==> config.mk <==
export PLATFORM = sky130hd
export DESIGN_NAME = pcq_cmp
export DESIGN_NICKNAME = d
export VERILOG_FILES = /design/src/rtl/per_cpu_period_sorted_task_queue_defines.svh /design/src/rtl/pcq_pkg.sv /design/src/rtl/pcq_cmp.sv
export SDC_FILE = /design/constraint.sdc
export NUM_CORES = 1
export LEC_CHECK = 0
export ABC_AREA = 1
export CORE_UTILIZATION = 45
export DETAILED_ROUTE_END_ITERATION = 7
export DONT_BUFFER_PORTS = 1
export PLACE_DENSITY = 0.66
export SETUP_SLACK_MARGIN = 0.5
export SLEW_MARGIN = 20
export SYNTH_ARGS = -nofsm -noshare
export SYNTH_HDL_FRONTEND = slang
export SYNTH_SLANG_ARGS = --single-unit
==> constraint.sdc <==
create_clock -name vclk -period 2.7
set_clock_uncertainty 0.1 [all_clocks]
set_input_delay 0.54 -clock vclk [all_inputs]
set_output_delay 0.54 -clock vclk [all_outputs]
set_load 0.01 [all_outputs]
==> src/rtl/per_cpu_period_sorted_task_queue_defines.svh <==
// Assertion macros shared by the task queue RTL.
// Needs clk and rst_n in scope at the place of use.
`ifndef PER_CPU_PERIOD_SORTED_TASK_QUEUE_DEFINES_SVH
`define PER_CPU_PERIOD_SORTED_TASK_QUEUE_DEFINES_SVH

`ifndef SYNTHESIS
// property checked at every edge outside reset
`define PCQ_ASSERT(label, prop, msg) \
    label: assert property (@(posedge clk) disable iff (!rst_n) (prop)) else $error(msg);
// condition that must hold in the cycle after a trigger
`define PCQ_ASSERT_NEXT(label, trig, cond, msg) \
    label: assert property (@(posedge clk) disable iff (!rst_n) (trig) |=> (cond)) \
        else $error(msg);
`else
`define PCQ_ASSERT(label, prop, msg)
`define PCQ_ASSERT_NEXT(label, trig, cond, msg)
`endif

`endif

==> src/rtl/pcq_pkg.sv <==
// Package for the per-CPU period-sorted task queue.
// Sizes, codes, entry and control types used by all pcq modules.
package pcq_pkg;

    localparam int NUM_CPUS   = 4;
    localparam int LIST_DEPTH = 16;

    localparam int OPCODE_W = 2;
    localparam int CPU_W    = 2;
    localparam int TASK_W   = 16;
    localparam int PERIOD_W = 48;
    localparam int STATUS_W = 2;
    localparam int COUNT_W  = 5;

    localparam int ENTRIES = NUM_CPUS * LIST_DEPTH;
    localparam int CSEL_W  = (NUM_CPUS > 1) ? $clog2(NUM_CPUS) : 1;
    localparam int IDX_W   = $clog2(LIST_DEPTH);
    localparam int CNT_W   = $clog2(LIST_DEPTH + 1);
    localparam int ADDR_W  = (ENTRIES > 1) ? $clog2(ENTRIES) : 1;

    typedef enum logic [OPCODE_W-1:0] {
        OP_INSERT = 2'd0,
        OP_DELETE = 2'd1,
        OP_CLEAR  = 2'd2
    } op_t;

    typedef enum logic [STATUS_W-1:0] {
        STS_DONE      = 2'd0,
        STS_FULL      = 2'd1,
        STS_NOT_FOUND = 2'd2
    } status_t;

    typedef enum logic [2:0] {
        S_IDLE,
        S_START,
        S_INS_RD,
        S_INS_EV,
        S_DEL_RD,
        S_DEL_EV,
        S_HEAD_RD,
        S_DONE
    } state_t;

    typedef struct packed {
        logic [PERIOD_W-1:0] period;
        logic [TASK_W-1:0]   task_id;
    } entry_t;

    // sequencer -> store
    typedef struct packed {
        logic              rd_en;
        logic [ADDR_W-1:0] rd_addr;
        logic              wr_en;
        logic [ADDR_W-1:0] wr_addr;
        entry_t            wr_data;
        logic [CSEL_W-1:0] cpu_sel;
        logic              len_we;
        logic [CNT_W-1:0]  len_value;
        logic              clear;
    } ctl_t;

    // compare unit -> sequencer
    typedef struct packed {
        logic period_gt;
        logic task_eq;
    } cmp_t;

    // sequencer -> output register
    typedef struct packed {
        logic                valid;
        logic [STATUS_W-1:0] status;
        logic [TASK_W-1:0]   head_task;
        logic                head_valid;
        logic [COUNT_W-1:0]  entry_count;
    } rsp_t;

    function automatic logic [ADDR_W-1:0] addr_of(input logic [CSEL_W-1:0] c,
                                                  input logic [IDX_W-1:0]  i);
        return ADDR_W'(int'(c) * LIST_DEPTH + int'(i));
    endfunction

endpackage

==> src/rtl/pcq_cmp.sv <==
// Shared compare unit: period order and task id match for one stored entry.
// Depends on pcq_pkg.
module pcq_cmp (
    input  pcq_pkg::entry_t                 entry,
    input  logic [pcq_pkg::PERIOD_W-1:0]    key_period,
    input  logic [pcq_pkg::TASK_W-1:0]      key_task,
    output pcq_pkg::cmp_t                   result
);
    import pcq_pkg::*;

    always_comb
    begin
        result.period_gt = entry.period > key_period;
        result.task_eq   = entry.task_id == key_task;
    end

endmodule

==> impl_metrics.json <==
{
  "detail-route-antenna-nets": 0,
  "firstDrtPassIters": 4,
  "ios": 130,
  "yosys_warnings": 0,
  "worstSetupEndpointType": "output pin",
  "relSlewSlack": 0.749,
  "first_global_vias": 1232,
  "synth_area_leaders": "ha_1 (39%), inv_1 (16%), nand2_1 (16%), a21oi_1 (6.1%), xnor2_1 (5.7%)",
  "worstPathArrival_ns": 1.65,
  "hold_violations": 0,
  "syn2layout_area_growth_pct": 25.4,
  "maxCapViolCount": 0,
  "period_needed_ns": 2.29,
  "grt_max_degree": 4,
  "antennaDiodeCount": 0,
  "synth_area_per_cell_um2": 6.10,
  "initial_core_util": 0.491,
  "grt_overflow": 0,
  "syn_nets": 430,
  "nFlopsAndLatches": 0,
  "clkbuf_count": 0,
  "yosysMostFrequentCell": "inv_1",
  "path_cells": "inv_8, ha_4, nand2_4, nor2_4, nand4_1, nor2_2, nand2_1, a21oi_2, nor2_1, nor2_2",
  "rsz0062_at_grt": "true",
  "path_buf_inv": 1,
  "place_hpwl_um": 2870,
  "dieHeight_um": 60.7,
  "vdd_drop_max_v": 0.0000707,
  "critPathSlowestCell": "ha_4",
  "num_rows": 20,
  "setup_tns_ns": 0,
  "hp-start": "entry[2]",
  "ff_latch_area_um2": 0,
  "core_area_mm2": 0.00315,
  "antenna_found_initial": 0,
  "io_buffers": 0,
  "power_density_mw_per_mm2": 136,
  "ctsHoldBuffers": 0,
  "drc": 0,
  "chipWidth_um": 60.7,
  "yosys.area.top_type": "ha_1",
  "fin_area_mm2": 0.00194,
  "drt-vias-per-instance": 4.88,
  "dieArea_mm2": 0.00368,
  "placed_area_mm2": 0.00164,
  "worstPathRequired_ns": 2.06,
  "ys_types": 22,
  "nets": 436,
  "synth_common_cells": "inv_1 (67), nand2_1 (64), ha_1 (48)",
  "globalplace.congestion": 0.710,
  "netlist_area_mm2": 0.00155,
  "yosysSeqAreaShare": 0,
  "status": "finished clean",
  "synth_top_area_frac": 0.388,
  "worstSetupStartpointType": "input pin",
  "crit_path_max_incr_delay_ns": 0.27,
  "hold-worst-slack_ns": 1.15,
  "finalCritPeriodShare": 0.848,
  "maxSlewViolCount": 0,
  "drt_wl_total_um": 3490,
  "crit_family": "simple AND/OR/NAND/NOR gates",
  "whs_path_depth": 3,
  "grt_util_all_layers": 0.148,
  "leakagePower_nw": 1.02,
  "post_drt_wl_per_cell_um": 11.5,
  "via_count": 1473,
  "cp_max_fo": 3,
  "worst-path-stages": 10,
  "critical_path_class": "input pin to output pin",
  "crit_path_frequent_cell": "nor2_2",
  "min_path_type": "input pin to output pin",
  "syn_inst": 254,
  "fin_total_pwr_mw": 0.265,
  "setup_viol": 0,
  "max_freq_mhz": 437,
  "initialDrtViolationCount": 23,
  "grt_pass1_wl_um": 4400,
  "layout-drive-gt1-share": 0.225,
  "worstHoldEndpoint": "result[0]",
  "max_slew.worst_pin.slew_ns": 0.373
}
power breakdown:
part	leakage [nW]	total [mW]	internal [mW]	switching, mW
registers	0	0	0	0
logic	1.02	0.265	0.135	0.130
clock network	0	0	0	0
total	1.02	0.265	0.135	0.130
through the flow:
stage / setup slack (ns) / std cells / utilization
5_1_grt: 0.270 / 302 / 0.616
6_report: 0.411 / 302 / 0.616
2_1_floorplan: 0.502 / 254 / -
3_3_place_gp: 0.374 / 298 / 0.521
4_1_cts: 0.425 / 299 / 0.575
3_5_place_dp: 0.349 / 298 / 0.521
metal layers:
metal	track usage	vias up	routed length, µm
li1	-	806	-
met1	0.165	596	1300
met2	0.305	71	1840
met3	0.0277	0	340
met4	0	0	0
met5	0	-	0
worst max path at each step:
stage	end	slack, ns	from
global placement	result[1]	0.37	key_period[38]
global route	result[1]	0.27	key_period[35]
floorplan	result[1]	0.50	key_period[22]
finish	result[1]	0.41	key_period[37]
CTS	result[1]	0.43	key_period[39]
detailed placement	result[1]	0.35	key_period[38]
cell families (layout without fill, tap and decap cells):
group | count (synthesis) | in the layout | synth area share
AND/OR/NAND/NOR | 100 | 100 | 0.285
buffers and inverters | 67 | 71 | 0.162
adder cells (fa/ha/maj) | 48 | 48 | 0.388
AO/OA/AOI/OAI | 27 | 27 | 0.0969
XOR/XNOR | 12 | 12 | 0.0679
area by class of cell:
class | count | area, µm²
repair buffers | 4 | 33.8
inverters | 67 | 274
fillers | 308 | 1210
well taps | 44 | 55.1
multi-input cells | 187 | 1580
repair_timing:
item                       CTS  global route
resized for setup           32            19
setup buffers                1             3
pin swaps                   28            16
setup endpoints to repair    1             1
cells in the final DEF (no fill, tap or decap), types with 2 or more instances in the layout:
master,synthesis,final
xnor2_1,10,10
nor2_2,3,3
nor2_4,1,3
a21oi_1,19,19
nand2_4,0,3
nand2_1,64,55
inv_8,0,2
nand3_1,5,4
buf_4,0,3
xor2_1,2,2
nor3_1,2,2
inv_4,0,3
ha_4,0,18
o21ai_0,3,3
o21a_1,2,2
nor2_1,13,11
or2_2,3,3
inv_1,67,54
inv_2,0,8
ha_1,48,30
nand2_2,1,7
nand4_1,5,5
Power figures use the tool's default switching activity.
