`config.mk`:
```
export PLATFORM = sky130hd
export DESIGN_NAME = pcq_store
export DESIGN_NICKNAME = d
export VERILOG_FILES = /design/src/rtl/per_cpu_period_sorted_task_queue_defines.svh /design/src/rtl/pcq_pkg.sv /design/src/rtl/pcq_store.sv
export SDC_FILE = /design/constraint.sdc
export NUM_CORES = 2
export LEC_CHECK = 0
export BUFFER_PORTS_ARGS = -buffer_cell sky130_fd_sc_hd__buf_2
export CAP_MARGIN = 5
export CORE_MARGIN = 2
export CORE_UTILIZATION = 63
export CTS_CLUSTER_SIZE = 40
export DETAILED_ROUTE_END_ITERATION = 10
export GPL_TIMING_DRIVEN = 0
export PLACE_DENSITY_LB_ADDON = 0.08
export SYNTH_ARGS = -nofsm -noshare
export SYNTH_HDL_FRONTEND = slang
export SYNTH_SLANG_ARGS = --single-unit
```
`constraint.sdc`:
```
create_clock -name clk -period 2.6 [get_ports clk]
set_clock_uncertainty 0.15 [all_clocks]
set_input_delay 0.26 -clock clk [delete_from_list [all_inputs] [get_ports clk]]
set_output_delay 0.26 -clock clk [all_outputs]
set_load 0.05 [all_outputs]
```
`src/rtl/per_cpu_period_sorted_task_queue_defines.svh`:
```
// Assertion macros shared by the task queue RTL.
// Needs clk and rst_n in scope at the place of use.
`ifndef PER_CPU_PERIOD_SORTED_TASK_QUEUE_DEFINES_SVH
`define PER_CPU_PERIOD_SORTED_TASK_QUEUE_DEFINES_SVH

`ifndef SYNTHESIS
// property checked at every edge outside reset
`define PCQ_ASSERT(label, prop, msg) \
    label: assert property (@(posedge clk) disable iff (!rst_n) (prop)) else $error(msg);
// condition that must hold in the cycle after a trigger
`define PCQ_ASSERT_NEXT(label, trig, cond, msg) \
    label: assert property (@(posedge clk) disable iff (!rst_n) (trig) |=> (cond)) \
        else $error(msg);
`else
`define PCQ_ASSERT(label, prop, msg)
`define PCQ_ASSERT_NEXT(label, trig, cond, msg)
`endif

`endif

```
`src/rtl/pcq_pkg.sv`:
```
// Package for the per-CPU period-sorted task queue.
// Sizes, codes, entry and control types used by all pcq modules.
package pcq_pkg;

    localparam int NUM_CPUS   = 4;
    localparam int LIST_DEPTH = 16;

    localparam int OPCODE_W = 2;
    localparam int CPU_W    = 2;
    localparam int TASK_W   = 16;
    localparam int PERIOD_W = 48;
    localparam int STATUS_W = 2;
    localparam int COUNT_W  = 5;

    localparam int ENTRIES = NUM_CPUS * LIST_DEPTH;
    localparam int CSEL_W  = (NUM_CPUS > 1) ? $clog2(NUM_CPUS) : 1;
    localparam int IDX_W   = $clog2(LIST_DEPTH);
    localparam int CNT_W   = $clog2(LIST_DEPTH + 1);
    localparam int ADDR_W  = (ENTRIES > 1) ? $clog2(ENTRIES) : 1;

    typedef enum logic [OPCODE_W-1:0] {
        OP_INSERT = 2'd0,
        OP_DELETE = 2'd1,
        OP_CLEAR  = 2'd2
    } op_t;

    typedef enum logic [STATUS_W-1:0] {
        STS_DONE      = 2'd0,
        STS_FULL      = 2'd1,
        STS_NOT_FOUND = 2'd2
    } status_t;

    typedef enum logic [2:0] {
        S_IDLE,
        S_START,
        S_INS_RD,
        S_INS_EV,
        S_DEL_RD,
        S_DEL_EV,
        S_HEAD_RD,
        S_DONE
    } state_t;

    typedef struct packed {
        logic [PERIOD_W-1:0] period;
        logic [TASK_W-1:0]   task_id;
    } entry_t;

    // sequencer -> store
    typedef struct packed {
        logic              rd_en;
        logic [ADDR_W-1:0] rd_addr;
        logic              wr_en;
        logic [ADDR_W-1:0] wr_addr;
        entry_t            wr_data;
        logic [CSEL_W-1:0] cpu_sel;
        logic              len_we;
        logic [CNT_W-1:0]  len_value;
        logic              clear;
    } ctl_t;

    // compare unit -> sequencer
    typedef struct packed {
        logic period_gt;
        logic task_eq;
    } cmp_t;

    // sequencer -> output register
    typedef struct packed {
        logic                valid;
        logic [STATUS_W-1:0] status;
        logic [TASK_W-1:0]   head_task;
        logic                head_valid;
        logic [COUNT_W-1:0]  entry_count;
    } rsp_t;

    function automatic logic [ADDR_W-1:0] addr_of(input logic [CSEL_W-1:0] c,
                                                  input logic [IDX_W-1:0]  i);
        return ADDR_W'(int'(c) * LIST_DEPTH + int'(i));
    endfunction

endpackage

```
`src/rtl/pcq_store.sv`:
```
// Entry memory (all CPU lists, list-major) and per-CPU length registers.
// Depends on pcq_pkg.
module pcq_store (
    input  logic                          clk,
    input  logic                          rst_n,
    input  pcq_pkg::ctl_t                 ctl,
    output pcq_pkg::entry_t               rd_data,
    output logic [pcq_pkg::CNT_W-1:0]     cur_len
);
    import pcq_pkg::*;

    entry_t           mem [ENTRIES];
    entry_t           rd_data_reg;
    logic [CNT_W-1:0] len_reg [NUM_CPUS];

    // entries past a list's length are never read, so no clear pass
    always_ff @(posedge clk)
    begin
        if (ctl.wr_en)
        begin
            mem[ctl.wr_addr] <= ctl.wr_data;
        end
        if (ctl.rd_en)
        begin
            rd_data_reg <= mem[ctl.rd_addr];
        end
    end

    always_ff @(posedge clk or negedge rst_n)
    begin
        if (!rst_n)
        begin
            for (int i = 0; i < NUM_CPUS; i++)
            begin
                len_reg[i] <= '0;
            end
        end
        else if (ctl.clear)
        begin
            for (int i = 0; i < NUM_CPUS; i++)
            begin
                len_reg[i] <= '0;
            end
        end
        else if (ctl.len_we)
        begin
            len_reg[ctl.cpu_sel] <= ctl.len_value;
        end
    end

    always_comb
    begin
        if (int'(ctl.cpu_sel) < NUM_CPUS)
        begin
            cur_len = len_reg[ctl.cpu_sel];
        end
        else
        begin
            cur_len = '0;
        end
    end

    assign rd_data = rd_data_reg;

endmodule

```
==> impl_summary.txt <==
----------------------------------------------------
[Finish]
  Area of combinational cells with multiple inputs ... 30600 µm²
  Final net count ... 7658
  Fraction of final layout cells with drive strength greater than 1 ... 0.301
  Register cell area after layout ... 125000 µm²
  Layout fillers ... 13700
  Non-Filler Instances ... 11200
  Flip-flop count of the largest register, all copies and words added ... 4096
  Area grow syn2layout ... 16.1%

[Floorplan]
  Count of pins on the block boundary ... 158
  Std-Cell Rows ... 183
  Initial Utilization ... 0.633
  Die outline area ... 254000 µm²
  Floorplan die width ... 504 µm
  Floorplan core area ... 249000 µm²
  Die Span Y ... 504 µm

[Worst setup path]
  Kind of critical path ... primary input to flop
  Launching element type of the critical path ... primary input
  Max FO, Critical Path ... 10
  Reg-to-reg setup timing slack ... 0.02 ns
  Data required time of the critical path ... 3.27 ns
  Arrival time of the worst setup path ... 3.40 ns
  Type of element capturing the critical path ... flop
  Worst-case reg-to-reg path depth ... 5

[Global route]
  Total GRT Usage ... 0.389
  Remaining Overflow, GRT ... 0
  Maximum number of pins on one net before global-route repair ... 65
  First-pass GRT wire length ... 664000 µm
  Antenna violations before repair ... 45
  Vias in the first global route ... 81100

[CTS]
  Clock net sink count ... 4180
  Root Buffer ... sky130_fd_sc_hd__clkbuf_16
  Number of buffers on the longest clock path ... 4
  CTS H-tree lvls ... 5
  Clock transition at path regs ... 0.06 ns
  Cts bufs inserted ... 414
  CTS tree ... built
  Clock Latency Late Sink ... 1.00 ns

[Routing]
  Remaining DRCs ... 0
  Wire per inst ... 43.9 µm
  Total Routed Length ... 494000 µm
  Number of optimization iterations in the first detailed-route pass ... 6
  DR iter-0 viols ... 15900
  Routed via count ... 83400
  Post-route antenna net violation count ... 0
  Via/cell ratio ... 7.41

[STA]
  Setup violators final ... 68
  Part of the cycle the worst path needs ... 1.05
  Min Clock Period, post-route ... 2.73 ns
  Total Negative Setup Slacks ... -2.90 ns
  Number of hold violations in the final report ... 0
  Upper clock frequency limit ... 366 MHz
  Slew at the pin with the worst max-slew slack ... 1.48 ns
  Slew margin rel. ... 0.0122
  Final setup margin ... -0.131 ns
  Final-report max-slew violation count ... 0
  Hold Slack ... 0.0416 ns

[Placed design]
  Total instance count after detailed placement ... 10300
  Worst setup timing slack at the placement stage ... -1.90 ns
  Sum of net half-perimeters after detailed placement ... 325000 µm
  Weighted congestion at the end of routability-driven global placement ... 0.818
  IO buf count ... 146

[Power]
  Switching power share of the total ... 0.216
  Sequential group share of total power ... 0.537
  Total power ... 139 mW
  Total internal power ... 109 mW
  Clock share of power ... 0.407
  Worst voltage drop across the vdd grid ... 0.758 mV
  Combinational group share of total power ... 0.056
  Switching power ... 30.2 mW
  Leakage Power ... 57.2 nW
  Power per unit of standard cell area ... 763 nW/µm²

[Yosys]
  Sequential element share of the synthesized area ... 0.797
  Area leader, netlist ... sky130_fd_sc_hd__edfxtp_1
  Most used standard cells in the synthesized netlist ... sky130_fd_sc_hd__edfxtp_1, sky130_fd_sc_hd__mux4_2, sky130_fd_sc_hd__a22oi_1
  Synth Net Count ... 6702
  Area of the mapped netlist ... 157000 µm²
  Fraction of registers with async set or reset after synthesis ... 0.00478
  Primary FF master, synth ... sky130_fd_sc_hd__edfxtp_1
  Count of warnings emitted by yosys ... 0
  Largest cells by area after synthesis ... sky130_fd_sc_hd__edfxtp_1, sky130_fd_sc_hd__mux4_2, sky130_fd_sc_hd__a22oi_1
  Count of state elements after synthesis ... 4180
  Area share of the largest cell type after synthesis ... 0.794
  Number of enable flip-flop cells after synthesis ... 4160
  Gate count of the mapped netlist ... 6613
  Post-Syn Area per Cell ... 23.8 µm²
  Most common cell in the netlist ... sky130_fd_sc_hd__edfxtp_1
  Number of distinct library cells after synthesis ... 35

[Outcome]
  Violations in the final reports ... setup timing
  Run status ... finished, violations left

[Hold path]
  Path category of the worst min-delay check ... primary input to flop
  Worst Hold Path Cells ... 4

[Job]
  Max-cap check violation count ... 0

----------------------------------------------------
## metal layers
layer  wire (µm)  global-route usage  part of all wire  vias up
li1            -                   -                 -    30700
met1      165000               0.536              0.33    43800
met2      227000               0.578              0.46     7427
met3       74200               0.118              0.15     1361
met4       27800               0.191             0.056       18
met5         119                   0           0.00024        -
## stage by stage
| step | utilization | instance area (µm²) |
|---|---|---|
| 2_1_floorplan | - | 158000 |
| 3_5_place_dp | 0.678 | 169000 |
| 5_1_grt | 0.735 | 183000 |
| 3_3_place_gp | 0.655 | 163000 |
| 6_report | 0.735 | 183000 |
| 4_1_cts | 0.733 | 182000 |
## kinds of logic after synthesis
family | after synthesis | share of synthesized area
flip-flops | 4180 | 0.797
AO/OA/AOI/OAI | 575 | 0.0273
buffers and inverters | 384 | 0.0129
multiplexers | 1063 | 0.149
AND/OR/NAND/NOR | 411 | 0.0136
## power by group through the flow
stage / clock network [mW] / logic, mW / registers (mW)
global route: 59.3 / 8.01 / 74.9
detailed placement: 0 / 7.47 / 76.3
floorplan: 0 / 3.52 / 76.6
CTS: 56.7 / 7.64 / 74.9
finish: 56.8 / 7.82 / 74.9
global placement: 0 / 7.15 / 76.3
## area by class of cell
cell class | count | share of cell area
Tap cell | 3330 | 0.0228
Multi-Input combinational cell | 2049 | 0.167
Sequential cell | 4180 | 0.686
Clock inverter | 222 | 0.00956
Antenna cell | 45 | 0.000616
Timing Repair Buffer | 540 | 0.0418
Buffer | 384 | 0.0124
Clock buffer | 497 | 0.0590
## layout by cell type, fill, tap and decap left out, types with 4 or more instances in the layout
master and n:
sky130_fd_sc_hd__edfxtp_1 4160, sky130_fd_sc_hd__mux4_2 1029, sky130_fd_sc_hd__clkbuf_16 422, sky130_fd_sc_hd__a22oi_1 256
sky130_fd_sc_hd__buf_2 248, sky130_fd_sc_hd__buf_12 205, sky130_fd_sc_hd__clkbuf_1 188, sky130_fd_sc_hd__nand3_1 130
sky130_fd_sc_hd__o22ai_1 124, sky130_fd_sc_hd__o221ai_1 111, sky130_fd_sc_hd__clkinv_1 102, sky130_fd_sc_hd__dlygate4sd3_1 102
sky130_fd_sc_hd__clkinv_2 76, sky130_fd_sc_hd__buf_4 73, sky130_fd_sc_hd__nor2b_1 71, sky130_fd_sc_hd__and3_1 63
sky130_fd_sc_hd__nor2_4 62, sky130_fd_sc_hd__clkbuf_2 56, sky130_fd_sc_hd__a211oi_1 56, sky130_fd_sc_hd__buf_16 54
sky130_fd_sc_hd__diode_2 45, sky130_fd_sc_hd__buf_6 43, sky130_fd_sc_hd__bufinv_16 28, sky130_fd_sc_hd__nor2_1 27
sky130_fd_sc_hd__mux2i_1 22, sky130_fd_sc_hd__dfrtp_1 20, sky130_fd_sc_hd__nand2b_1 14, sky130_fd_sc_hd__nand2_1 14
sky130_fd_sc_hd__buf_1 13, sky130_fd_sc_hd__mux2_2 12, sky130_fd_sc_hd__clkinvlp_4 10, sky130_fd_sc_hd__o21ai_1 9
sky130_fd_sc_hd__buf_8 6, sky130_fd_sc_hd__nand2_2 4, sky130_fd_sc_hd__clkbuf_4 4, sky130_fd_sc_hd__o22ai_2 4
sky130_fd_sc_hd__nand3b_1 4, sky130_fd_sc_hd__nand3_2 4, sky130_fd_sc_hd__inv_6 4
## worst paths after layout
check	endpoint	from
worst max register to register	rd_data[21]	mem[47][21]
min in group asynchronous	len_reg[15]	rst_n
worst min register to register	len_reg[7]	len_reg[7]
worst min-delay path	len_reg[2]	ctl[7]
worst max-delay path	rd_data[28]	ctl[83]
max in group asynchronous	len_reg[9]	rst_n
## worst max-delay path, stage by stage
cell and delay [ns]:
sky130_fd_sc_hd__buf_2 0.24, sky130_fd_sc_hd__buf_2 0.27, sky130_fd_sc_hd__or2_2 0.15, sky130_fd_sc_hd__clkbuf_1 0.64, sky130_fd_sc_hd__clkbuf_2 0.71, sky130_fd_sc_hd__o22ai_1 0.28, sky130_fd_sc_hd__o22ai_1 0.52, sky130_fd_sc_hd__and3_1 0.29
## what timing repair did
| item | CTS | global route |
|---|---|---|
| setup endpoints to repair | 64 | 291 |
| buffers inserted | 0 | 32 |
| hold buffers | 101 | 2 |
| hold endpoints to repair | 4498 | 36 |
| pin swaps | 1 | 14 |
| resized for setup | 45 | 63 |
Note: power is estimated with default switching activity, not from simulation.
