<file path="src/rtl/per_cpu_period_sorted_task_queue_defines.svh">
// Assertion macros shared by the task queue RTL.
// Needs clk and rst_n in scope at the place of use.
`ifndef PER_CPU_PERIOD_SORTED_TASK_QUEUE_DEFINES_SVH
`define PER_CPU_PERIOD_SORTED_TASK_QUEUE_DEFINES_SVH

`ifndef SYNTHESIS
// property checked at every edge outside reset
`define PCQ_ASSERT(label, prop, msg) \
    label: assert property (@(posedge clk) disable iff (!rst_n) (prop)) else $error(msg);
// condition that must hold in the cycle after a trigger
`define PCQ_ASSERT_NEXT(label, trig, cond, msg) \
    label: assert property (@(posedge clk) disable iff (!rst_n) (trig) |=> (cond)) \
        else $error(msg);
`else
`define PCQ_ASSERT(label, prop, msg)
`define PCQ_ASSERT_NEXT(label, trig, cond, msg)
`endif

`endif

</file>
<file path="src/rtl/pcq_pkg.sv">
// Package for the per-CPU period-sorted task queue.
// Sizes, codes, entry and control types used by all pcq modules.
package pcq_pkg;

    localparam int NUM_CPUS   = 4;
    localparam int LIST_DEPTH = 16;

    localparam int OPCODE_W = 2;
    localparam int CPU_W    = 2;
    localparam int TASK_W   = 16;
    localparam int PERIOD_W = 48;
    localparam int STATUS_W = 2;
    localparam int COUNT_W  = 5;

    localparam int ENTRIES = NUM_CPUS * LIST_DEPTH;
    localparam int CSEL_W  = (NUM_CPUS > 1) ? $clog2(NUM_CPUS) : 1;
    localparam int IDX_W   = $clog2(LIST_DEPTH);
    localparam int CNT_W   = $clog2(LIST_DEPTH + 1);
    localparam int ADDR_W  = (ENTRIES > 1) ? $clog2(ENTRIES) : 1;

    typedef enum logic [OPCODE_W-1:0] {
        OP_INSERT = 2'd0,
        OP_DELETE = 2'd1,
        OP_CLEAR  = 2'd2
    } op_t;

    typedef enum logic [STATUS_W-1:0] {
        STS_DONE      = 2'd0,
        STS_FULL      = 2'd1,
        STS_NOT_FOUND = 2'd2
    } status_t;

    typedef enum logic [2:0] {
        S_IDLE,
        S_START,
        S_INS_RD,
        S_INS_EV,
        S_DEL_RD,
        S_DEL_EV,
        S_HEAD_RD,
        S_DONE
    } state_t;

    typedef struct packed {
        logic [PERIOD_W-1:0] period;
        logic [TASK_W-1:0]   task_id;
    } entry_t;

    // sequencer -> store
    typedef struct packed {
        logic              rd_en;
        logic [ADDR_W-1:0] rd_addr;
        logic              wr_en;
        logic [ADDR_W-1:0] wr_addr;
        entry_t            wr_data;
        logic [CSEL_W-1:0] cpu_sel;
        logic              len_we;
        logic [CNT_W-1:0]  len_value;
        logic              clear;
    } ctl_t;

    // compare unit -> sequencer
    typedef struct packed {
        logic period_gt;
        logic task_eq;
    } cmp_t;

    // sequencer -> output register
    typedef struct packed {
        logic                valid;
        logic [STATUS_W-1:0] status;
        logic [TASK_W-1:0]   head_task;
        logic                head_valid;
        logic [COUNT_W-1:0]  entry_count;
    } rsp_t;

    function automatic logic [ADDR_W-1:0] addr_of(input logic [CSEL_W-1:0] c,
                                                  input logic [IDX_W-1:0]  i);
        return ADDR_W'(int'(c) * LIST_DEPTH + int'(i));
    endfunction

endpackage

</file>
<file path="src/rtl/pcq_seq.sv">
// Sequencer: walks one CPU list an entry at a time for insert and delete.
// Depends on pcq_pkg; drives pcq_store and reads the pcq_cmp result.
`include "per_cpu_period_sorted_task_queue_defines.svh"
module pcq_seq (
    input  logic                            clk,
    input  logic                            rst_n,
    input  logic                            req_fire,
    input  logic [pcq_pkg::OPCODE_W-1:0]    opcode,
    input  logic [pcq_pkg::CPU_W-1:0]       cpu,
    input  logic [pcq_pkg::TASK_W-1:0]      task_id,
    input  logic [pcq_pkg::PERIOD_W-1:0]    period_ns,
    input  logic                            out_free,
    input  pcq_pkg::entry_t                 rd_data,
    input  logic [pcq_pkg::CNT_W-1:0]       cur_len,
    input  pcq_pkg::cmp_t                   cmp,
    output logic                            idle,
    output logic [pcq_pkg::PERIOD_W-1:0]    key_period,
    output logic [pcq_pkg::TASK_W-1:0]      key_task,
    output pcq_pkg::ctl_t                   ctl,
    output pcq_pkg::rsp_t                   rsp
);
    import pcq_pkg::*;

    state_t              state_reg, state_next;
    logic [OPCODE_W-1:0] op_reg, op_next;
    logic [CSEL_W-1:0]   cpu_reg, cpu_next;
    logic                in_range_reg, in_range_next;
    logic [TASK_W-1:0]   task_reg, task_next;
    logic [PERIOD_W-1:0] period_reg, period_next;
    logic [CNT_W-1:0]    idx_reg, idx_next;
    logic                found_reg, found_next;
    logic [STATUS_W-1:0] status_reg, status_next;

    logic [CNT_W-1:0]    idx_m1;
    logic                list_full;
    logic                head_ok;
    entry_t              new_entry;

    assign idx_m1     = idx_reg - CNT_W'(1);
    assign list_full  = cur_len >= CNT_W'(LIST_DEPTH);
    assign head_ok    = in_range_reg && (cur_len != '0);
    assign new_entry  = '{period: period_reg, task_id: task_reg};
    assign key_period = period_reg;
    assign key_task   = task_reg;
    assign idle       = state_reg == S_IDLE;

    always_ff @(posedge clk or negedge rst_n)
    begin
        if (!rst_n)
        begin
            state_reg    <= S_IDLE;
            idx_reg      <= '0;
            found_reg    <= 1'b0;
            status_reg   <= STS_DONE;
            in_range_reg <= 1'b0;
        end
        else
        begin
            state_reg    <= state_next;
            idx_reg      <= idx_next;
            found_reg    <= found_next;
            status_reg   <= status_next;
            in_range_reg <= in_range_next;
        end
    end

    always_ff @(posedge clk)
    begin
        op_reg     <= op_next;
        cpu_reg    <= cpu_next;
        task_reg   <= task_next;
        period_reg <= period_next;
    end

    // next state
    always_comb
    begin
        state_next = state_reg;
        case (state_reg)
            S_IDLE:
            begin
                if (req_fire)
                begin
                    state_next = S_START;
                end
            end
            S_START:
            begin
                case (op_reg)
                    OP_INSERT:
                    begin
                        state_next = (!in_range_reg || list_full) ? S_HEAD_RD : S_INS_RD;
                    end
                    OP_DELETE:
                    begin
                        state_next = in_range_reg ? S_DEL_RD : S_HEAD_RD;
                    end
                    default:
                    begin
                        state_next = S_HEAD_RD;
                    end
                endcase
            end
            S_INS_RD:
            begin
                state_next = (idx_reg == '0) ? S_HEAD_RD : S_INS_EV;
            end
            S_INS_EV:
            begin
                state_next = cmp.period_gt ? S_INS_RD : S_HEAD_RD;
            end
            S_DEL_RD:
            begin
                state_next = (idx_reg == cur_len) ? S_HEAD_RD : S_DEL_EV;
            end
            S_DEL_EV:
            begin
                state_next = S_DEL_RD;
            end
            S_HEAD_RD:
            begin
                state_next = S_DONE;
            end
            S_DONE:
            begin
                if (out_free)
                begin
                    state_next = S_IDLE;
                end
            end
            default:
            begin
                state_next = S_IDLE;
            end
        endcase
    end

    // store control and response
    always_comb
    begin
        ctl         = '0;
        ctl.cpu_sel = cpu_reg;
        rsp         = '0;
        case (state_reg)
            S_START:
            begin
                ctl.clear = op_reg == OP_CLEAR;
            end
            S_INS_RD:
            begin
                if (idx_reg == '0)
                begin
                    ctl.wr_en     = 1'b1;
                    ctl.wr_addr   = addr_of(cpu_reg, '0);
                    ctl.wr_data   = new_entry;
                    ctl.len_we    = 1'b1;
                    ctl.len_value = cur_len + CNT_W'(1);
                end
                else
                begin
                    ctl.rd_en   = 1'b1;
                    ctl.rd_addr = addr_of(cpu_reg, idx_m1[IDX_W-1:0]);
                end
            end
            S_INS_EV:
            begin
                // larger period moves up one slot; otherwise the new task lands here
                ctl.wr_en   = 1'b1;
                ctl.wr_addr = addr_of(cpu_reg, idx_reg[IDX_W-1:0]);
                if (cmp.period_gt)
                begin
                    ctl.wr_data = rd_data;
                end
                else
                begin
                    ctl.wr_data   = new_entry;
                    ctl.len_we    = 1'b1;
                    ctl.len_value = cur_len + CNT_W'(1);
                end
            end
            S_DEL_RD:
            begin
                if (idx_reg == cur_len)
                begin
                    ctl.len_we    = found_reg;
                    ctl.len_value = cur_len - CNT_W'(1);
                end
                else
                begin
                    ctl.rd_en   = 1'b1;
                    ctl.rd_addr = addr_of(cpu_reg, idx_reg[IDX_W-1:0]);
                end
            end
            S_DEL_EV:
            begin
                // entries after the removed one shift down
                if (found_reg)
                begin
                    ctl.wr_en   = 1'b1;
                    ctl.wr_addr = addr_of(cpu_reg, idx_m1[IDX_W-1:0]);
                    ctl.wr_data = rd_data;
                end
            end
            S_HEAD_RD:
            begin
                if (head_ok)
                begin
                    ctl.rd_en   = 1'b1;
                    ctl.rd_addr = addr_of(cpu_reg, '0);
                end
            end
            S_DONE:
            begin
                rsp.valid       = out_free;
                rsp.status      = status_reg;
                rsp.head_valid  = head_ok;
                rsp.head_task   = head_ok ? rd_data.task_id : '0;
                rsp.entry_count = head_ok ? COUNT_W'(cur_len) : '0;
            end
            default:
            begin
                ctl.clear = 1'b0;
            end
        endcase
    end

    // request and walk registers
    always_comb
    begin
        op_next       = op_reg;
        cpu_next      = cpu_reg;
        in_range_next = in_range_reg;
        task_next     = task_reg;
        period_next   = period_reg;
        idx_next      = idx_reg;
        found_next    = found_reg;
        status_next   = status_reg;
        case (state_reg)
            S_IDLE:
            begin
                if (req_fire)
                begin
                    op_next       = opcode;
                    cpu_next      = CSEL_W'(cpu);
                    in_range_next = int'(cpu) < NUM_CPUS;
                    task_next     = task_id;
                    period_next   = period_ns;
                    idx_next      = '0;
                    found_next    = 1'b0;
                    status_next   = STS_DONE;
                end
            end
            S_START:
            begin
                case (op_reg)
                    OP_INSERT:
                    begin
                        if (!in_range_reg || list_full)
                        begin
                            status_next = STS_FULL;
                        end
                        else
                        begin
                            idx_next = cur_len;
                        end
                    end
                    OP_DELETE:
                    begin
                        if (!in_range_reg)
                        begin
                            status_next = STS_NOT_FOUND;
                        end
                    end
                    default:
                    begin
                        status_next = STS_DONE;
                    end
                endcase
            end
            S_INS_EV:
            begin
                if (cmp.period_gt)
                begin
                    idx_next = idx_m1;
                end
            end
            S_DEL_RD:
            begin
                if (idx_reg == cur_len && !found_reg)
                begin
                    status_next = STS_NOT_FOUND;
                end
            end
            S_DEL_EV:
            begin
                if (!found_reg && cmp.task_eq)
                begin
                    found_next = 1'b1;
                end
                idx_next = idx_reg + CNT_W'(1);
            end
            default:
            begin
                idx_next = idx_reg;
            end
        endcase
    end

    `PCQ_ASSERT(idx_in_range, idx_reg <= CNT_W'(LIST_DEPTH), "walk index past list depth")
    `PCQ_ASSERT_NEXT(start_after_accept, req_fire, state_reg == S_START, "accept outside idle")
    `PCQ_ASSERT(len_bounded, !ctl.len_we || ctl.len_value <= CNT_W'(LIST_DEPTH),
        "list length written beyond depth")
    `PCQ_ASSERT(no_write_on_reject,
        !(state_reg == S_DONE && status_reg == STS_FULL) || !ctl.wr_en,
        "store written for a rejected insert")

endmodule

</file>
<file path="config.mk">
export PLATFORM = sky130hd
export DESIGN_NAME = pcq_seq
export DESIGN_NICKNAME = d
export VERILOG_FILES = /design/src/rtl/pcq_pkg.sv /design/src/rtl/pcq_seq.sv
export VERILOG_INCLUDE_DIRS = /design/src /design/src/rtl
export SDC_FILE = /design/constraint.sdc
export NUM_CORES = 1
export LEC_CHECK = 0
export ABC_AREA = 1
export BUFFER_PORTS_ARGS = -buffer_cell sky130_fd_sc_hd__buf_2
export CORE_AREA = 2 2 126 128
export DETAILED_ROUTE_END_ITERATION = 10
export DIE_AREA = 0 0 128 130
export MAX_ROUTING_LAYER = met4
export PLACE_DENSITY = 0.59
export SYNTH_ARGS = -nofsm -noshare
export SYNTH_HDL_FRONTEND = slang
export SYNTH_SLANG_ARGS = --single-unit
</file>
<file path="constraint.sdc">
create_clock -name clk -period 9.17 [get_ports clk]
set_input_delay 1.834 -clock clk [delete_from_list [all_inputs] [get_ports clk]]
set_output_delay 1.834 -clock clk [all_outputs]
set_load 0.005 [all_outputs]
</file>
==> out/qor.yml, run 1 <==
yosys:
  synth_cell_types: 34
  synth_area_um2: 4454
  synth-edff-count: 68
  synth_seq_cells: 80
  synth.top_cell.area_share_pct: 45.84
  yosysMostFrequentCell: "nand2_1"
  synth_cells: 517
  async_flop_share_pct: 15.00
  yosys.area.top_type: "edfxtp_1"
  synthFlopType: "edfxtp_1"
  syn_nets: 665
  yosysWarnings: 0
  avgSynthCellArea_um2: 8.616
  seq_area_frac_synth_pct: 52.58
  synth.top_cells.by_count: "112 x nand2_1, 89 x inv_1, 68 x edfxtp_1"
  synth.top_cells.by_area: "edfxtp_1 46%, nand2_1 9.4%, inv_1 7.5%, dfrtp_1 6.7%, o21ai_0 5.6%"
clock_network:
  cts-htree-levels: 3
  clk_latency_ns: 0.34
  cts.clk_slew.worst_paths_ns: 0.06
  cts_tree: "yes"
  cts.sinks: 80
  post_cts_buffers: 0
  cts_hold_buf: 0
  root_buffer: "clkbuf_16"
  ctsLongestPathBuffers: 2
  ctsResizeCount: 0
  numCtsBuffers: 9
drt:
  drt-total-wl_mm: 15.86
  vias: 4642
  viasPerCell: 4.516
  first_pass_iters: 6
  routedWlPerCell_um: 15.43
  first_iter_violations: 305
  ant_nets: 0
  drc: 0
worst_setup_path:
  crit_buf_inv: 3
  cp_top_family: "simple AND/OR/NAND/NOR gates"
  required_ns: 7.34
  crit_chain: "buf_2, inv_1, ha_1, a31oi_1, nand2_1, nor2_1, buf_2"
  cpPeakStageDelay_ns: 0.63
  crit_path_start_kind: "input port"
  crit_fanout: 21
  crit_arrival_ns: 3.70
  slowest_stage: "nand2_1"
  cp-end-kind: "output pin"
  cp_common_cell: "buf_2"
  critPathKind: "input port to output pin"
run_status:
  status: "completed"
placed_design:
  io_buffers: 319
  dp_slack_ns: 3.670
  routabilityCongestion: 0.9088
  dp_hpwl_mm: 12.44
sta:
  setup_viol: 0
  rsz0062_at_grt: "no"
  final.setup.tns_ns: 0
  fin_ws_ns: 3.636
  period_needed_ns: 5.534
  maxSlewViolCount: 0
  slew_headroom_pct: 35.46
  hold_viol: 0
  min_period_over_period_pct: 60.35
  max_freq_ghz: 0.1807
  worstMarginPinSlew_ns: 0.9658
  finClkSkew_ns: 0.005175
power:
  p_leak_nw: 3.438
  ir_drop_mv: 0.09059
  p_per_area_nw_per_um2: 248.3
layout:
  largest_reg_flops: 48
  syn2layout_area_growth_pct: 45.79
  nNetsFinal: 979
  drive_gt1_share_pct: 43.30
  num_antenna_cells: 0
floorplanning:
  die_y_um: 130
  start_util_pct: 28.88
  rows: 46
  die_x_um: 128
  ios: 320
  die_area_um2: 16640
  coreArea_um2: 15420
global_routing:
  grt_pass1_wl_mm: 23.03
  grt-ovfl-total: 0
  grt_max_degree: 66
  grt_pass1_vias: 4272
  antenna_found_initial: 0
  grtUsageTotal_pct: 18.82
run:
  drv_cap: 0
min_path:
  min_path_type: "register to register"
## worst paths after layout
| path | end | depth (start not counted) | slack [ns] | startpoint |
|---|---|---|---|---|
| max | rsp[2] | 7 | 3.64 | cur_len[0] |
| min reg2reg | status_reg[1] | 2 | 0.47 | status_reg[1] |
| min in group asynchronous | found_reg | 1 | 1.39 | rst_n |
| max in group asynchronous | idx_reg[3] | 1 | 7.53 | rst_n |
| max reg2reg | key_period[20] | 4 | 6.61 | state_reg[2] |
| min | status_reg[1] | 2 | 0.47 | status_reg[1] |
## through the flow
| stage | area [um^2] | hold slack (ns) | utilization [%] | total power, W | cells |
|---|---|---|---|---|---|
| floorplan | 4454 | 0.4417 | - | 0.0009226 | 517 |
| global placement | 6152 | 0.4579 | 39.88 | 0.001203 | 1012 |
| detailed placement | 6152 | 0.4615 | 39.88 | 0.001204 | 1012 |
| CTS | 6494 | 0.4770 | 42.10 | 0.001629 | 1028 |
| global route | 6494 | 0.5011 | 42.10 | 0.001725 | 1028 |
| finish | 6494 | 0.4696 | 42.10 | 0.001612 | 1028 |
## worst register-to-register path, stage by stage (launching register included)
cell and delay [ns]:
dfrtp_1 0.51, nor2_1 0.18, nand2_1 0.15, nor2_4 0.75, buf_4 0.58
## cells in the final DEF, fill, tap and decap left out, types with 3 or more instances in the layout
| cell | Yosys | layout |
|---|---|---|
| buf_2 | 8 | 319 |
| nand2_1 | 112 | 112 |
| inv_1 | 89 | 89 |
| edfxtp_1 | 68 | 68 |
| o21ai_0 | 50 | 50 |
| nand3_1 | 40 | 40 |
| nor2_1 | 37 | 36 |
| o21ai_1 | 22 | 22 |
| dfrtp_1 | 12 | 12 |
| o22ai_1 | 9 | 9 |
| clkbuf_16 | 0 | 9 |
| nand4_1 | 7 | 7 |
| a21oi_1 | 7 | 7 |
| inv_2 | 6 | 6 |
| nand2_2 | 5 | 5 |
| xor2_1 | 5 | 5 |
| ha_1 | 5 | 5 |
| nor2_4 | 3 | 4 |
| o21ai_2 | 4 | 4 |
| xnor2_1 | 3 | 3 |
| nor3_1 | 3 | 3 |
| bufinv_16 | 0 | 3 |
| buf_4 | 1 | 3 |
## report_power, final
part           switching [W]  leakage, nW  internal [W]
registers          0.0000538        0.768      0.000468
logic               0.000417         2.50      0.000256
clock network       0.000151        0.168      0.000267
total               0.000621         3.44      0.000991
## final cells by class
cell class	instances	area, um^2
Multi-Input combinational cell	322	1589
Fill cell	1588	8931
Sequential cell	80	2342
Clock buffer	9	225.2
Tap cell	192	240.2
Timing Repair Buffer	322	1619
Inverter	96	361.6
Clock inverter	7	116.4
## kinds of logic (layout without fill, tap and decap cells)
kind of cell               count (synthesis)  count (layout)  share of synthesized area [%]
xor gates and xnor gates                   8               8                          1.573
adders and majority gates                  5               5                          1.404
buffers and inverters                    115             434                          11.91
AOI/OAI and AO/OA                         96              96                          11.77
DFF                                       80              80                          52.58
and+or+nand+nor                          213             213                          20.76
## routing by layer
layer  vias up  GRT usage (%)  wire length (um)
met1      2073          23.07              6527
li1       2322              -                 -
met2       209          30.45              7842
met5         -              -                 0
met3        38          3.362              1018
met4         0          8.662               475
No activity file was read; power rests on OpenSTA's default activity.
==> run 2, diff against run 1 <==
--- a/config.mk
+++ b/config.mk
@@ -6,13 +6,13 @@
 export SDC_FILE = /design/constraint.sdc
 export NUM_CORES = 1
 export LEC_CHECK = 0
-export ABC_AREA = 1
+export ABC_AREA = 0
 export BUFFER_PORTS_ARGS = -buffer_cell sky130_fd_sc_hd__buf_2
-export CORE_AREA = 2 2 126 128
+export CORE_AREA = 2 2 125 127
 export DETAILED_ROUTE_END_ITERATION = 10
-export DIE_AREA = 0 0 128 130
+export DIE_AREA = 0 0 127 129
 export MAX_ROUTING_LAYER = met4
-export PLACE_DENSITY = 0.59
+export PLACE_DENSITY = 0.58
 export SYNTH_ARGS = -nofsm -noshare
 export SYNTH_HDL_FRONTEND = slang
 export SYNTH_SLANG_ARGS = --single-unit
==> constraint.sdc (replaced) <==
create_clock -name clk -period 5.64 [get_ports clk]
set_input_delay 1.128 -clock clk [delete_from_list [all_inputs] [get_ports clk]]
set_output_delay 1.128 -clock clk [all_outputs]
set_load 0.005 [all_outputs]
==> run 2 against run 1 <==
  * Utilization about the same
  * Global-route usage grew 2.2 points
  * Total power rose by 54%
  * Hold slack improved by 0.028 ns
  * Sequential power grew 57%
  * Routed wire length up 9.5%
  * Sequential share of layout area rose by 1.1 points
  * Synthesized area down 4.9%
  * Clock power up 54%
  * Count of clock-buffer cells in the layout increased by 1
  * Register-to-register slack worse by 3.7 ns
  * Largest cell class unchanged
==> out/qor.yml, run 2 <==
clock_network:
  cts-htree-levels: 3
  post_cts_buffers: 0
  cts_tree: "yes"
  ctsResizeCount: 0
  ctsLongestPathBuffers: 2
  cts_hold_buf: 0
  numCtsBuffers: 9
  clk_latency_ns: 0.34
  cts.sinks: 80
  cts.clk_slew.worst_paths_ns: 0.06
  root_buffer: "clkbuf_16"
layout:
  largest_reg_flops: 48
  nNetsFinal: 822
  syn2layout_area_growth_pct: 48.83
  final_cell_mix: "319 x buf_2, 68 x edfxtp_1, 65 x a22o_1"
  layout_commonest_cell: "buf_2"
  fillers: 1476
  drive_gt1_share_pct: 50.52
sta:
  rsz0062_at_grt: "no"
  setup_viol: 0
  hold_viol: 0
  whs_ns: 0.4979
  worstMarginPinSlew_ns: 0.9739
  finClkSkew_ns: 0.007469
  slew_headroom_pct: 35.08
  final.setup.tns_ns: 0
  max_freq_ghz: 0.2223
  min_period_over_period_pct: 79.77
  period_needed_ns: 4.499
  maxSlewViolCount: 0
yosys:
  synth_cell_types: 51
  avgSynthCellArea_um2: 11.45
  yosys.area.top_type: "edfxtp_1"
  synth.top_cell.area_share_pct: 48.21
  synthFlopType: "edfxtp_1"
  synth_area_um2: 4235
  yosysMostFrequentCell: "edfxtp_1"
  seq_area_frac_synth_pct: 55.30
  synth-edff-count: 68
  syn_nets: 518
  yosysWarnings: 0
  synth_cells: 370
  synth.top_cells.by_area: "edfxtp_1 48%, a22o_1 13%, dfrtp_1 7.1%, and2_1 3.5%, a21oi_1 2.5%"
  synth_seq_cells: 80
  synth.top_cells.by_count: "68 x edfxtp_1, 65 x a22o_1, 24 x and2_1"
  async_flop_share_pct: 15.00
run_status:
  status: "completed"
drt:
  first_pass_iters: 5
  routedWlPerCell_um: 20.02
  drc: 0
  drt-total-wl_mm: 17.37
  ant_nets: 0
  vias: 4461
  viasPerCell: 5.139
  first_iter_violations: 329
min_path:
  whs_endpoint: "status_reg[1]"
  min_path_type: "register to register"
  min_from: "status_reg[1]"
  min_path_cells: 1
worst_setup_path:
  r2r_slack_ns: 2.89
  cp-end-kind: "output pin"
  crit_arrival_ns: 3.37
  r2r-start: "state_reg[2]"
  critPathKind: "register to output pin"
  required_ns: 4.51
  r2r-end: "status_reg[0]"
  r2r_cells: 5
  crit_fanout: 37
  crit_path_start_kind: "register"
placed_design:
  io_buffers: 319
  dp_hpwl_mm: 13.32
  routabilityCongestion: 0.9359
power:
  intPower_w: 0.001571
  comb_power_share_pct: 41.0
  switchingPower_w: 0.0009039
  p_per_area_nw_per_um2: 392.6
  p_leak_nw: 3.095
  ir_drop_mv: 0.2157
  power_frac_clock_pct: 26.0
  total_power_w: 0.002475
  p_seq_share_pct: 33.0
  power_switching_share_pct: 36.52
global_routing:
  grt_max_degree: 71
  grt_pass1_wl_mm: 25.01
  grt_pass1_vias: 4230
  grt-ovfl-total: 0
  antenna_found_initial: 1
  grtUsageTotal_pct: 21.01
floorplanning:
  start_util_pct: 28.28
  die_area_um2: 16380
  die_y_um: 129
  die_x_um: 127
  rows: 45
  ios: 320
  coreArea_um2: 14980
run:
  drv_cap: 0
==> run 2: cell types whose count changed after synthesis, moves of 7 or more <==
cell      delta
nand2_1     -95
inv_1       -74
a22o_1      +65
o21ai_0     -39
nand3_1     -31
and2_1      +22
o21ai_1     -21
nor2_1      -18
a21oi_1     +14
clkbuf_1    +12
buf_2        +7
==> run 2: cell families after synthesis <==
| kind of cell | count (synthesis) | share of synthesized area, % |
|---|---|---|
| AOI/OAI and AO/OA | 123 | 22.33 |
| and+or+nand+nor | 104 | 13.35 |
| DFF | 80 | 55.30 |
| buffers and inverters | 45 | 4.697 |
| xor gates and xnor gates | 9 | 1.861 |
| adders and majority gates | 5 | 1.477 |
| muxes | 4 | 0.9749 |
==> run 2: worst max-delay path, cell delays in order, from the launching register on <==
cell and delay [ns]:
dfrtp_1 0.50, inv_1 0.13, ha_1 0.32, or4b_1 0.64
o31ai_4 0.26, buf_4 0.39, buf_4 0.42, a22o_1 0.22
buf_2 0.11
==> run 2: layout make-up <==
type	instances	area (um^2)	area share [%]
inverter	15	56.30	0.8932
timing repair buffer	323	1639	26.00
antenna	1	2.502	0.03970
sequential	80	2342	37.16
tap	188	235.2	3.732
clock buffer	10	229.0	3.632
multi-input combinational	245	1708	27.09
clock inverter	6	91.34	1.449
==> run 2: how the worst max path moves through the flow <==
stage,endpoint,slack (ns),from,cells past startpoint
global route,ctl[22],0.94,idx_reg[0],8
global placement,ctl[22],1.61,cmp[1],7
finish,ctl[22],1.14,idx_reg[0],8
detailed placement,ctl[22],1.50,cmp[1],7
CTS,ctl[22],1.14,idx_reg[0],8
floorplan,rsp[13],2.07,cur_len[0],8
==> run 2: stage by stage <==
stage / cells / setup WS [ns] / utilization [%] / instance area, um^2
after floorplan: 370 / 2.071 / - / 4235
after global placement: 851 / 1.606 / 39.93 / 5981
after detailed placement: 851 / 1.505 / 39.93 / 5981
after CTS: 867 / 1.138 / 42.07 / 6301
after global routing: 867 / 0.9369 / 42.07 / 6301
final: 868 / 1.141 / 42.09 / 6304
==> run 2: power groups by stage <==
stage | clock [W] | combinational [W] | sequential, W
2_1_floorplan | 0 | 0.000649 | 0.000762
6_report | 0.000643 | 0.00102 | 0.000817
3_5_place_dp | 0 | 0.00101 | 0.000827
4_1_cts | 0.000664 | 0.00102 | 0.000816
5_1_grt | 0.000690 | 0.00112 | 0.000831
3_3_place_gp | 0 | 0.000986 | 0.000828
==> run 2: metal layers <==
metal,track usage [%],share of wire [%]
met5,-,0
met4,4.008,0.97
met3,4.823,7.8
met2,31.94,48
met1,29.04,44
==> run 3, diff against run 2 <==
--- a/config.mk
+++ b/config.mk
@@ -6,13 +6,13 @@
 export SDC_FILE = /design/constraint.sdc
 export NUM_CORES = 1
 export LEC_CHECK = 0
-export ABC_AREA = 0
+export ABC_AREA = 1
 export BUFFER_PORTS_ARGS = -buffer_cell sky130_fd_sc_hd__buf_2
-export CORE_AREA = 2 2 125 127
+export CORE_AREA = 2 2 123 125
 export DETAILED_ROUTE_END_ITERATION = 10
-export DIE_AREA = 0 0 127 129
+export DIE_AREA = 0 0 125 127
 export MAX_ROUTING_LAYER = met4
-export PLACE_DENSITY = 0.58
+export PLACE_DENSITY = 0.64
 export SYNTH_ARGS = -nofsm -noshare
 export SYNTH_HDL_FRONTEND = slang
 export SYNTH_SLANG_ARGS = --single-unit
==> constraint.sdc (replaced) <==
create_clock -name clk -period 4 [get_ports clk]
set_input_delay 0.8 -clock clk [delete_from_list [all_inputs] [get_ports clk]]
set_output_delay 0.8 -clock clk [all_outputs]
set_load 0.005 [all_outputs]
==> run 3 against run 2 <==
  * Cell count increased by 18%
  * Sequential power is 46% higher
  * Register-to-register slack worse by 0.99 ns
  * Via count grew 6.0%
  * Total power increased by 47%
  * Routed wire length is 6.4% lower
  * Die area shrank 3.1%
  * Largest cell class unchanged
  * Design area is 3.2% higher
  * Non-clock buffer count increased by 3
==> out/qor.yml, run 3 (synthesis results as in run 1) <==
layout:
  layout_commonest_cell: "buf_2"
  largest_reg_flops: 48
  final_cell_mix: "319 x buf_2, 112 x nand2_1, 89 x inv_1"
  syn2layout_area_growth_pct: 46.07
  drive_gt1_share_pct: 43.69
  nNetsFinal: 983
sta:
  period_needed_ns: 3.512
  finClkSkew_ns: 0.007029
  setup_viol: 0
  final.setup.tns_ns: 0
  max_freq_ghz: 0.2847
  worstMarginPinSlew_ns: 0.7446
  maxSlewViolCount: 0
  slew_headroom_pct: 50.24
  min_period_over_period_pct: 87.81
  rsz0062_at_grt: "no"
  hold_viol: 0
floorplanning:
  die_x_um: 125
  ios: 320
  coreArea_um2: 14420
  die_y_um: 127
  rows: 44
  die_area_um2: 15880
  start_util_pct: 30.88
power:
  switchingPower_w: 0.001467
  ir_drop_mv: 0.3612
  p_leak_nw: 3.443
  p_seq_share_pct: 32.8
  intPower_w: 0.002175
  total_power_w: 0.003642
  p_per_area_nw_per_um2: 559.8
  comb_power_share_pct: 43.5
  power_switching_share_pct: 40.28
  power_frac_clock_pct: 23.7
drt:
  drc: 0
  vias: 4729
  drt-total-wl_mm: 16.27
  first_pass_iters: 5
  ant_nets: 0
  routedWlPerCell_um: 15.82
  viasPerCell: 4.600
  first_iter_violations: 437
worst_setup_path:
  crit_start: "idx_reg[1]"
  r2r_slack_ns: 1.90
  crit_fanout: 26
  r2r_cells: 4
  crit_chain: "inv_1, ha_1, nand3_1, nor2_2, nand2_1, nand2_2, buf_4, nand2_1, o21ai_1, buf_2"
  crit_path_start_kind: "register"
  slowest_stage: "dfrtp_1"
  cp_common_cell: "nand2_1"
  cp-endpoint: "ctl[16]"
  cp-end-kind: "output pin"
  r2r-start: "state_reg[2]"
  critPathKind: "register to output pin"
  required_ns: 3.20
  cpPeakStageDelay_ns: 0.43
  r2r-end: "key_task[14]"
  crit_arrival_ns: 2.71
clock_network:
  numCtsBuffers: 9
  root_buffer: "clkbuf_16"
  ctsLongestPathBuffers: 2
  cts-htree-levels: 3
  cts_hold_buf: 0
  post_cts_buffers: 0
  cts.sinks: 80
  ctsResizeCount: 0
  clk_latency_ns: 0.34
  cts_tree: "yes"
  cts.clk_slew.worst_paths_ns: 0.07
global_routing:
  antenna_found_initial: 2
  grt_pass1_vias: 4581
  grtUsageTotal_pct: 20.42
  grt_pass1_wl_mm: 24.47
  grt_max_degree: 39
  grt-ovfl-total: 0
run:
  drv_cap: 0
placed_design:
  routabilityCongestion: 0.9145
  dp_hpwl_mm: 13.01
  io_buffers: 319
run_status:
  status: "completed"
min_path:
  min_path_type: "input port to asynchronous set/reset pin"
-- run 3: cell types whose count changed in the layout (fill, tap and decap cells not counted), sizes merged, moves of 5 or more --
cell	previous run	this run
nor2b	6	0
a21oi	21	8
nand2	17	117
xor2	0	5
and3	6	0
o21ai	12	76
inv	17	99
xnor2	9	3
nand3	9	41
and2	24	2
a22o	65	0
nor2	19	42
-- run 3: layout make-up --
class                           instances  area [um^2]
Fill cell                            1483         7918
Clock inverter                          7        86.33
Multi-Input combinational cell        322         1589
Antenna cell                            4        10.01
Tap cell                              184        230.2
Clock buffer                            9        225.2
Timing Repair Buffer                  326         1662
Sequential cell                        80         2342
Inverter                               96        361.6
-- run 3: how the worst min path moves through the flow --
stage	startpoint	end	slack, ns	depth (start not counted)
floorplan	status_reg[0]	status_reg[0]	0.44	2
global placement	status_reg[1]	status_reg[1]	0.46	2
detailed placement	status_reg[1]	status_reg[1]	0.46	2
CTS	rst_n	idx_reg[0]	0.34	1
global route	rst_n	idx_reg[0]	0.36	1
finish	rst_n	idx_reg[0]	0.34	1
-- run 3: metal layers --
metal	wire (um)	track usage, %	up-vias
met1	6678	24.51	2141
li1	-	-	2338
met2	8107	32.99	226
met5	0	-	-
met4	333	6.405	0
met3	1145	6.533	24
-- run 3: metrics by stage --
step / hold WS (ns) / util (%) / area (um^2) / cells / setup WS, ns
finish: 0.3407 / 45.11 / 6506 / 1028 / 0.4876
CTS: 0.3400 / 45.04 / 6496 / 1024 / 0.5011
detailed placement: 0.4582 / 42.88 / 6185 / 1008 / 0.9067
global placement: 0.4559 / 42.88 / 6185 / 1008 / 0.9758
floorplan: 0.4417 / - / 4457 / 517 / 0.9301
global route: 0.3567 / 45.07 / 6501 / 1026 / 0.1989
-- run 3: power groups by stage --
stage          clock network [W]  registers, W  logic [W]
6_report                0.000865       0.00119    0.00158
5_1_grt                 0.000924       0.00121    0.00177
3_3_place_gp                   0       0.00120    0.00158
2_1_floorplan                  0       0.00118   0.000930
3_5_place_dp                   0       0.00121    0.00158
4_1_cts                 0.000893       0.00119    0.00159
-- run 3: worst max-delay path: cells and delay by family (launching register included) --
kind	cells	cell delay [ns]
fa+ha+maj	1	0.26
simple gates	5	0.83
buf+inv	3	0.71
flops	1	0.43
compound gates	1	0.13
